`src/hw/rtl/tbpa_pkg.sv`:
```
// Shared field widths, request codes and status codes of the page allocator.
package tbpa_pkg;

    localparam int PAGE_W  = 14;
    localparam int BLOCK_W = 15;
    localparam int REQ_W   = 2;
    localparam int STAT_W  = 2;
    localparam int QUO_W   = 8;
    localparam int WORD_W  = 64;
    localparam int BIT_W   = 6;
    localparam int PAGE_LIMIT = 1 << PAGE_W;

    localparam logic [REQ_W-1:0] REQ_ALLOC = 2'd0;
    localparam logic [REQ_W-1:0] REQ_FREE  = 2'd1;

    localparam logic [STAT_W-1:0] STAT_OK        = 2'd0;
    localparam logic [STAT_W-1:0] STAT_FULL      = 2'd1;
    localparam logic [STAT_W-1:0] STAT_NOT_ALLOC = 2'd2;
    localparam logic [STAT_W-1:0] STAT_RANGE     = 2'd3;

endpackage

```
`src/hw/rtl/tbpa_pgdiv.sv`:
```
// Division of a page number by the group size through a registered reciprocal multiply.
module tbpa_pgdiv
    import tbpa_pkg::*;
#(
    parameter int PAGES_PER_GROUP = 1024
)
(
    input  logic              clk,
    input  logic              rst_n,
    input  logic              start,
    input  logic [PAGE_W-1:0] dividend,
    output logic              done,
    output logic [QUO_W-1:0]  quotient,
    output logic [PAGE_W-1:0] remainder
);

    // With the shift set to the page width plus the log of the group size, the
    // rounded-up reciprocal gives the exact quotient for every page number.
    localparam int LOG_D = $clog2(PAGES_PER_GROUP);
    localparam int SHIFT = PAGE_W + LOG_D;
    localparam int MW    = PAGE_W + 1;
    localparam int PW    = PAGE_W + MW;
    localparam int RW    = QUO_W + $clog2(PAGES_PER_GROUP + 1);
    localparam longint MAGIC_L = ((longint'(1) << SHIFT) + longint'(PAGES_PER_GROUP) - 1)
                                 / longint'(PAGES_PER_GROUP);
    localparam logic [MW-1:0] MAGIC = MW'(MAGIC_L);

    logic              mul_reg;
    logic              sub_reg;
    logic              done_reg;
    logic [PAGE_W-1:0] num_reg;
    logic [QUO_W-1:0]  quo_reg;
    logic [PAGE_W-1:0] rem_reg;
    logic [PW-1:0]     product;
    logic [RW-1:0]     back;

    assign product = PW'(num_reg) * PW'(MAGIC);
    assign back    = RW'(quo_reg) * RW'(PAGES_PER_GROUP);

    always_ff @(posedge clk or negedge rst_n)
    begin
        if (!rst_n)
        begin
            mul_reg  <= 1'b0;
            sub_reg  <= 1'b0;
            done_reg <= 1'b0;
        end
        else
        begin
            mul_reg  <= start;
            sub_reg  <= mul_reg;
            done_reg <= sub_reg;
        end
    end

    // The quotient comes first; the remainder is taken back from it in the next cycle.
    always_ff @(posedge clk)
    begin
        if (start)
        begin
            num_reg <= dividend;
        end
        if (mul_reg)
        begin
            quo_reg <= QUO_W'(product >> SHIFT);
        end
        if (sub_reg)
        begin
            rem_reg <= PAGE_W'(RW'(num_reg) - back);
        end
    end

    assign done      = done_reg;
    assign quotient  = quo_reg;
    assign remainder = rem_reg;

endmodule

```
`config.mk`:
```
export PLATFORM = sky130hd
export DESIGN_NAME = tbpa_pgdiv
export DESIGN_NICKNAME = d
export VERILOG_FILES = /design/src/hw/rtl/tbpa_pkg.sv /design/src/hw/rtl/tbpa_pgdiv.sv
export SDC_FILE = /design/constraint.sdc
export NUM_CORES = 1
export LEC_CHECK = 0
export BUFFER_PORTS_ARGS = -buffer_cell sky130_fd_sc_hd__buf_4
export CORE_MARGIN = 10
export CORE_UTILIZATION = 48
export DETAILED_ROUTE_END_ITERATION = 8
export MAX_ROUTING_LAYER = met4
export PLACE_DENSITY = 0.77
export SLEW_MARGIN = 20
export SYNTH_ARGS = -nofsm -noshare
export SYNTH_HDL_FRONTEND = slang
export SYNTH_SLANG_ARGS = --single-unit
```
`constraint.sdc`:
```
create_clock -name clk -period 1.8 [get_ports clk]
set_input_delay 0.18 -clock clk [delete_from_list [all_inputs] [get_ports clk]]
set_output_delay 0.18 -clock clk [all_outputs]
set_load 0.02 [all_outputs]
```
==> results.cfg, run 1 <==
[status]
outcome = complete, no violations

[worst_setup_path]
worstPathRequired_ns = 1.87
startpoint_type = flop
max_stage_delay_ns = 0.36
path_delay_family = flip-flops
rr_startpoint = quotient[2]
cp-startpoint = quotient[2]
path_buf_inv = 1
cp_cell_sequence = inv_1 -> ha_1 -> a21o_1 -> a31oi_1 -> xnor2_1
worstSetupEndpointType = flop
worst-setup-path-type = flop to flop
path_max_fanout = 3
cp_slowest_cell = edfxtp_1
arrival_ns = 1.51

[die]
dieHeight_um = 69.7
io_pins = 40
coreArea_um2 = 2280
start_util_pct = 52.1
die_w_um = 69.7
rows = 17
dieArea_um2 = 4860

[final_layout]
final_cells = 125
area_growth_pct = 28.5
nets = 117
drive_above_1_share_pct = 41.2
nFillCells = 157
n_antenna_cell = 0

[logic_synthesis]
synthAdderAreaFrac_pct = 4.85
synth_area_um2 = 1190
synth_top_family_by_area = adder cells
netlist_instances = 54
synth_cell_types = 11
synth_xor_area_share_pct = 2.22
yosysSeqAreaShare_pct = 87.3
yosysTopAreaCell = edfxtp_1
yosysTopAreaCellShare_pct = 81.0
synth_mux_area_share_pct = 0
synth_compound_area_share_pct = 1.16
syn_area_per_cell_um2 = 22.0
synth.area.top_cells = edfxtp_1 81%, dfrtp_1 6.3%, ha_1 3.2%
yosys.area_share.simple_pct = 0
ys_ff_latch = 35
yosysWarningCount = 0

[sta]
max_freq_mhz = 694
period_share_pct = 80.0
fin_tns_setup_ns = 0
hold_violations = 0
min_period_ns = 1.44
slew_headroom_pct = 62.4
drv_slew = 0
setup_viol = 0
rsz0062_at_grt = false
fin_ws_ns = 0.360
tightest_slew_ns = 0.564
skew_ns = 0.00749

[global_routing]
antenna_found_initial = 0
grt_pass1_wl_um = 2850
grt_pass1_vias = 640
grt_overflow = 0
grt_max_degree = 16
track_usage_pct = 7.68

[placement]
dp_cells = 116
pre_cts_slack_ns = 0.358
portBuffers = 35
gp_congestion = 0.745
hpwl_um = 1480

[clocking]
post_cts_buffers = 0
cts_tree = built
cts-resized-gates = 0
cts_buffers = 5
worstSkewPairLatency_ns = 0.31
clock_path_buffers = 2
htreeDepth = 2
clockRootBuffer = clkbuf_4
clock-sinks = 35
path_clk_slew_ns = 0.09

[drt]
drt_iter0_markers = 10
drc = 0
routedWlPerCell_um = 14.7
totalWireLength_um = 1840
first_pass_iters = 2
drt-vias-per-instance = 4.48
drtAntennaViolNets = 0
dr_total_vias = 560

[job]
max_cap_violations = 0

[pwr]
ir_drop_v = 0.000783
leakage_uw = 0.000633
power.density_nw_per_um2 = 1020

[min_path]
hold_start = dividend[7]
hp-class = primary input to flop
routing by layer:
layer	routed length, µm	GRT usage (%)
met2	1000	13.6
met3	156	3.71
met4	16	2.61
met1	663	7.03
met5	0	-
worst reg2reg max path, cell delays in order (launching register included):
cell and delay, ns:
edfxtp_1 0.36, inv_1 0.05, ha_1 0.33, a21o_1 0.19, a31oi_1 0.17, xnor2_1 0.10
cell usage after synthesis:
cell / number
conb_1: 1
inv_1: 5
a21o_1: 1
a31oi_1: 1
ha_1: 3
dfrtp_1: 3
buf_4: 4
xnor2_1: 2
xor2_1: 1
edfxtp_1: 32
fa_1: 1
cell usage in the layout, fill, tap and decap left out:
cell and count:
fa_1 1, dfrtp_1 3, dlygate4sd3_1 1, xnor2_1 2
clkbuf_1 1, edfxtp_1 32, a21o_1 1, ha_1 3
clkbuf_4 5, buf_4 35, conb_1 4, a31oi_1 1
xor2_1 1, clkinv_1 2, inv_1 5
per-stage QoR:
| step | area (µm²) | utilization, % | hold slack [ns] | power, µW |
|---|---|---|---|---|
| final | 1520 | 67.0 | 0.0360 | 1560 |
| after global routing | 1520 | 67.0 | 0.00950 | 1650 |
| after CTS | 1520 | 67.0 | 0.0212 | 1590 |
| after detailed placement | 1470 | 64.4 | -0.0285 | 1220 |
| after global placement | 1470 | 64.4 | -0.0311 | 1210 |
| after floorplan | 1200 | - | -0.116 | 1120 |
logic make-up (layout without fill, tap and decap cells):
group | count (synthesis) | count (layout)
DFF | 35 | 35
buffers and inverters | 9 | 49
adders and majority gates | 4 | 4
xor gates and xnor gates | 3 | 3
AOI/OAI and AO/OA | 2 | 2
other | 1 | 4
area by class of cell:
| type | count | area, µm² | share of cell area, % |
|---|---|---|---|
| clock inverter | 2 | 7.51 | 0.493 |
| tap | 28 | 35.0 | 2.30 |
| timing repair buffer | 36 | 273 | 17.9 |
| sequential | 35 | 1040 | 68.0 |
| inverter | 5 | 18.8 | 1.23 |
| multi-input combinational | 13 | 113 | 7.39 |
| clock buffer | 6 | 41.3 | 2.71 |
power by group:
part           switching [µW]  internal (µW)
Clock                     215            145
Sequential               29.9            971
Combinational             107           93.3
Total                     352           1210
worst paths after layout:
kind / to / slack [ns] / depth (start not counted)
max reg2reg: remainder[13] / 0.36 / 5
max: remainder[13] / 0.36 / 5
min reg2reg: remainder[3] / 0.43 / 0
min: num_reg[7] / 0.04 / 1
min in group asynchronous: done / 0.17 / 2
max in group asynchronous: mul_reg / 1.53 / 2
repair_timing:
action / CTS / global route
hold buffers: 1 / 0
endpoints found under the hold margin: 3 / 0
endpoints found under the setup margin: 0 / 0
Note: power is estimated with default switching activity, not from simulation.
==> run 2: changes to the inputs <==
--- a/config.mk
+++ b/config.mk
@@ -5,12 +5,14 @@
 export SDC_FILE = /design/constraint.sdc
 export NUM_CORES = 1
 export LEC_CHECK = 0
+export ABC_AREA = 1
 export BUFFER_PORTS_ARGS = -buffer_cell sky130_fd_sc_hd__buf_4
+export CORE_ASPECT_RATIO = 0.5
 export CORE_MARGIN = 10
-export CORE_UTILIZATION = 48
+export CORE_UTILIZATION = 43
 export DETAILED_ROUTE_END_ITERATION = 8
 export MAX_ROUTING_LAYER = met4
-export PLACE_DENSITY = 0.77
+export PLACE_DENSITY = 0.72
 export SLEW_MARGIN = 20
 export SYNTH_ARGS = -nofsm -noshare
 export SYNTH_HDL_FRONTEND = slang
==> constraint.sdc (replaced) <==
create_clock -name clk -period 1.3 [get_ports clk]
set_input_delay 0.13 -clock clk [delete_from_list [all_inputs] [get_ports clk]]
set_output_delay 0.13 -clock clk [all_outputs]
set_load 0.02 [all_outputs]
==> run 2 against run 1 <==
Against the previous run: the flow now finishes with violations (negative setup slack); register-to-register slack lost 0.47 ns; clock skew shrank 0.0036 ns; via count grew 8.0%; largest cell class unchanged; die area grew 13%; final area grew 9.4%; combinational power grew 56%; sequential power grew 38%.
==> results.cfg, run 2 <==
[pwr]
ir_drop_v = 0.000672
combPwrFrac_pct = 12.0
clkPwrFrac_pct = 35.1
p_sw_share_pct = 21.5
switchingPower_uw = 560
power.density_nw_per_um2 = 1560
p_seq_share_pct = 52.9
leakage_uw = 0.000703
p_int_uw = 2050

[global_routing]
grt_max_degree = 16
track_usage_pct = 8.55
antenna_found_initial = 0
grt_overflow = 0
grt_pass1_vias = 701
grt_pass1_wl_um = 3330

[logic_synthesis]
yosysSeqAreaShare_pct = 85.4
yosysWarningCount = 0
synth.most_common_cell = edfxtp_1
synth-main-ff-cell = edfxtp_1
yosysTopAreaCell = edfxtp_1
synth.area.top_cells = edfxtp_1 79%, dfrtp_1 6.2%, ha_1 3.1%
netlist_instances = 62
yosysTopAreaCellShare_pct = 79.3
syn_area_per_cell_um2 = 19.6
yosys-top-cells-count = 32 x edfxtp_1, 8 x inv_1, 6 x nand2_1
synth_enable_flop_cells = 32
synth_cell_types = 12
ys_ff_latch = 35
async_flop_share_pct = 8.57
synth_area_um2 = 1210

[final_layout]
fin_util_pct = 63.3
n_antenna_cell = 0
final_common_cell = buf_4
regArea_um2 = 1040
final_area_um2 = 1670
drive_above_1_share_pct = 49.5
nFillCells = 208
multiInputGateArea_um2 = 145
nets = 129
area_growth_pct = 37.6
final_cell_mix = 39 x buf_4, 32 x edfxtp_1, 6 x nand2_1

[worst_setup_path]
cp_slowest_cell = edfxtp_1
max_stage_delay_ns = 0.41
rr_worst_depth = 5
arrival_ns = 1.44
rr_endpoint = remainder[12]
worstSetupEndpointType = flop
worstPathRequired_ns = 1.33
rr_startpoint = num_reg[10]
r2r_slack_ns = -0.11
cp_cell_sequence = inv_1 -> ha_2 -> inv_2 -> fa_2 -> xor2_1
path_max_fanout = 2
worst-setup-path-type = flop to flop
startpoint_type = flop

[placement]
post_dp_cell_area_um2 = 1540
portBuffers = 35
pre_cts_slack_ns = -0.123
gp_congestion = 0.684
hpwl_um = 1630

[status]
outcome = finished with violations
violations = negative setup slack

[min_path]
holdPathStages = 1
hp-class = primary input to flop
hold_start = dividend[8]
holdPathEnd = num_reg[8]

[sta]
max_freq_mhz = 707
drv_slew = 0
fin_tns_setup_ns = -0.226
skew_ns = 0.00390
period_share_pct = 109
min_period_ns = 1.41
setup_viol = 3
hold_violations = 0
holdWs_ns = 0.0271
rsz0062_at_grt = true
fin_ws_ns = -0.114

[clocking]
path_clk_slew_ns = 0.07
clockRootBuffer = clkbuf_8
cts_tree = built
cts_buffers = 5
clock-sinks = 35
clock_path_buffers = 2
worstSkewPairLatency_ns = 0.27
cts-resized-gates = 0
htreeDepth = 2

[drt]
dr_total_vias = 605
drc = 0
totalWireLength_um = 2100
first_pass_iters = 4
drt_iter0_markers = 23
drt-vias-per-instance = 4.14
drtAntennaViolNets = 0
routedWlPerCell_um = 14.4

[die]
dieArea_um2 = 5470
start_util_pct = 46.0
coreArea_um2 = 2640
rows = 13
die_w_um = 95.1
dieHeight_um = 57.5
io_pins = 40

[job]
max_cap_violations = 0
==> run 2: cell type report <==
cell class / instances / share of cell area, %
Multi-Input combinational cell: 18 / 8.70
Timing Repair Buffer: 40 / 18.2
Sequential cell: 35 / 62.1
Inverter: 8 / 1.80
Tap cell: 37 / 2.78
Clock buffer: 5 / 4.13
Clock inverter: 3 / 2.33
==> run 2: power by group through the flow <==
stage               combinational, µW  sequential [µW]  clock, µW
global route                      348             1390        991
finish                            313             1380        914
floorplan                        90.7             1470          0
CTS                               320             1380        938
detailed placement                310             1410          0
global placement                  304             1400          0
==> run 2: through the flow <==
| step | instances | power, µW |
|---|---|---|
| after floorplan | 65 | 1560 |
| after global placement | 135 | 1700 |
| final | 146 | 2610 |
| after CTS | 146 | 2640 |
| after detailed placement | 135 | 1720 |
| after global routing | 146 | 2730 |
==> run 2: how the worst max path moves through the flow <==
stage / cells after the start / start / end / slack, ns
final: 5 / num_reg[10] / remainder[12] / -0.11
after CTS: 5 / num_reg[10] / remainder[12] / -0.12
after global placement: 5 / num_reg[10] / remainder[12] / -0.04
after global routing: 5 / num_reg[10] / remainder[12] / -0.19
after detailed placement: 5 / num_reg[10] / remainder[12] / -0.12
after floorplan: 3 / quotient[0] / remainder[11] / -0.13
==> run 2: critical path: cells and delay by family (launching register included) <==
family	cells	cell delay (ns)
fa+ha+maj	2	0.49
flops	1	0.41
buf+inv	2	0.12
xor+xnor	1	0.15
==> run 2: metal layers <==
metal,part of all wire [%],track usage [%],up-vias
li1,-,-,301
met1,40,8.42,282
met2,52,13.9,20
met3,6.9,3.65,2
met4,1.0,5.08,0
met5,0,-,-
==> run 2: timing repair <==
item | in CTS | in global routing
cloned | 0 | 0
hold endpoints to repair | 3 | 0
buffers inserted | 2 | 0
pin swaps | 0 | 2
hold buffers | 1 | 0
setup endpoints to repair | 2 | 3
==> run 2: kinds of logic (layout without fill, tap and decap cells) <==
family | Yosys count | count (layout) | synth area share (%)
AOI/OAI and AO/OA | 1 | 1 | 0.723
xor gates and xnor gates | 1 | 1 | 0.723
adders and majority gates | 4 | 4 | 4.75
buffers and inverters | 12 | 56 | 4.95
DFF | 35 | 35 | 85.4
other | 1 | 4 | 0.309
and+or+nand+nor | 8 | 8 | 3.10
==> run 3: changes to the inputs <==
--- a/config.mk
+++ b/config.mk
@@ -7,12 +7,11 @@
 export LEC_CHECK = 0
 export ABC_AREA = 1
 export BUFFER_PORTS_ARGS = -buffer_cell sky130_fd_sc_hd__buf_4
-export CORE_ASPECT_RATIO = 0.5
 export CORE_MARGIN = 10
-export CORE_UTILIZATION = 43
+export CORE_UTILIZATION = 48
 export DETAILED_ROUTE_END_ITERATION = 8
 export MAX_ROUTING_LAYER = met4
-export PLACE_DENSITY = 0.72
+export PLACE_DENSITY = 0.76
 export SLEW_MARGIN = 20
 export SYNTH_ARGS = -nofsm -noshare
 export SYNTH_HDL_FRONTEND = slang
==> constraint.sdc (replaced) <==
create_clock -name clk -period 1.49 [get_ports clk]
set_input_delay 0.149 -clock clk [delete_from_list [all_inputs] [get_ports clk]]
set_output_delay 0.149 -clock clk [all_outputs]
set_load 0.02 [all_outputs]
==> run 3 against run 2 <==
Against the previous run: the flow now finishes without violations; worst setup slack improved by 0.19 ns; sequential share of layout area fell by 1.5 points; cell count grew 2.7%; combinational power fell by 8.0%; first-iteration DRC count up 100%; final area rose by 2.5%; critical path depth is the same; critical path type unchanged; critical endpoint unchanged; largest cell class unchanged.
==> results.cfg, run 3 (same netlist as run 2, synthesis figures left out) <==
[status]
outcome = complete, no violations

[drt]
drt_iter0_markers = 47
routedWlPerCell_um = 14.7
drc = 0
drt-vias-per-instance = 4.41
dr_total_vias = 661
first_pass_iters = 4
drtAntennaViolNets = 0
routed.top_layer = met4
wl_met1_um = 760
totalWireLength_um = 2200
wl_met3_um = 150
wl_met2_um = 1220

[final_layout]
regArea_um2 = 1040
nets = 140
n_antenna_cell = 0
nFillCells = 163
final_common_cell = buf_4
area_growth_pct = 41.0
drive_above_1_share_pct = 38.3
final_cell_mix = 36 x buf_4, 32 x edfxtp_1, 15 x dlygate4sd3_1
multiInputGateArea_um2 = 128

[global_routing]
grt_overflow = 0
antenna_found_initial = 0
track_usage_pct = 9.38
grt_pass1_wl_um = 3480
grt_pass1_vias = 730
grt_max_degree = 16

[clocking]
cts_buffers = 5
clock-sinks = 35
worstSkewPairLatency_ns = 0.33
post_cts_buffers = 0
htreeDepth = 2
clockRootBuffer = clkbuf_4
path_clk_slew_ns = 0.10
cts_tree = built
clock_path_buffers = 2

[pwr]
power.density_nw_per_um2 = 1150
power_uw = 1970
ir_drop_v = 0.000909
leakage_uw = 0.000724

[placement]
pre_cts_slack_ns = 0.0690
gp_congestion = 0.739
portBuffers = 35
hpwl_um = 1610

[die]
io_pins = 40
start_util_pct = 49.8
dieArea_um2 = 4940
rows = 18
dieHeight_um = 70.3
coreArea_um2 = 2430
die_w_um = 70.3

[sta]
fin_tns_setup_ns = 0
max_freq_mhz = 706
holdWs_ns = 0.0597
skew_ns = 0.00835
min_period_ns = 1.42
hold_violations = 0
drv_slew = 0
period_share_pct = 95.0
rsz0062_at_grt = false
setup_viol = 0
fin_ws_ns = 0.0744

[worst_setup_path]
cp_common_cell = inv_1
cp_cell_sequence = inv_1 -> ha_1 -> inv_1 -> fa_1 -> xor2_1
cp_slowest_cell = edfxtp_1
worstPathRequired_ns = 1.58
worst-setup-path-type = flop to flop
worstSetupEndpointType = flop
path_buf_inv = 2
max_stage_delay_ns = 0.39
path_max_fanout = 2
startpoint_type = flop
arrival_ns = 1.50
path_delay_family = adder cells

[job]
max_cap_violations = 0

[min_path]
hp-class = primary input to flop
## run 3: cell types whose count changed in the layout (fill, tap and decap cells not counted), sizes merged
cell	delta
buf	-3
bufinv	-1
clkinv	-1
clkinvlp	+2
dlygate4sd3	+14
## run 3: worst paths after layout
check,startpoint,to,slack [ns],cells after the start
worst max-delay path,num_reg[10],remainder[12],0.07,5
min in group asynchronous,rst_n,mul_reg,0.13,2
worst min-delay path,start,mul_reg,0.06,1
worst max register to register,num_reg[10],remainder[12],0.07,5
worst min register to register,num_reg[4],remainder[4],0.42,0
max in group asynchronous,rst_n,done,1.26,2
## run 3: power by group
group,switching [µW],leakage [µW],internal (µW)
logic,152,0.000348,136
registers,32.3,0.000348,1170
clock network,297,0.0000272,180
## run 3: stage by stage
stage | cell area (µm²) | util (%) | cells
floorplan | 1220 | - | 65
global placement | 1500 | 61.7 | 127
detailed placement | 1500 | 61.7 | 127
CTS | 1710 | 70.3 | 150
global route | 1710 | 70.3 | 150
finish | 1710 | 70.3 | 150
## run 3: metal layers
| metal | vias to the layer above | GRT usage, % |
|---|---|---|
| met1 | 307 | 8.11 |
| met2 | 23 | 16.3 |
| met4 | 0 | 4.61 |
| met3 | 7 | 4.80 |
| met5 | - | - |
| li1 | 324 | - |
## run 3: area by class of cell
cell class	count	share of cell area, %
flip-flops and latches	35	60.6
repair buffers	51	24.6
multi-input cells	18	7.47
clock buffers	5	2.20
well taps	30	2.20
inverters	8	1.76
clock inverters	3	1.17
## run 3: repair_timing
action | 4_1_cts | 5_1_grt
resized for setup | 0 | 0
hold endpoints to repair | 17 | 0
hold buffers | 15 | 0
## run 3: worst register-to-register path, cell delays in order, from the launching register on
cell      delay (ns)
edfxtp_1        0.39
inv_1           0.07
ha_1            0.13
inv_1           0.06
fa_1            0.38
xor2_1          0.15
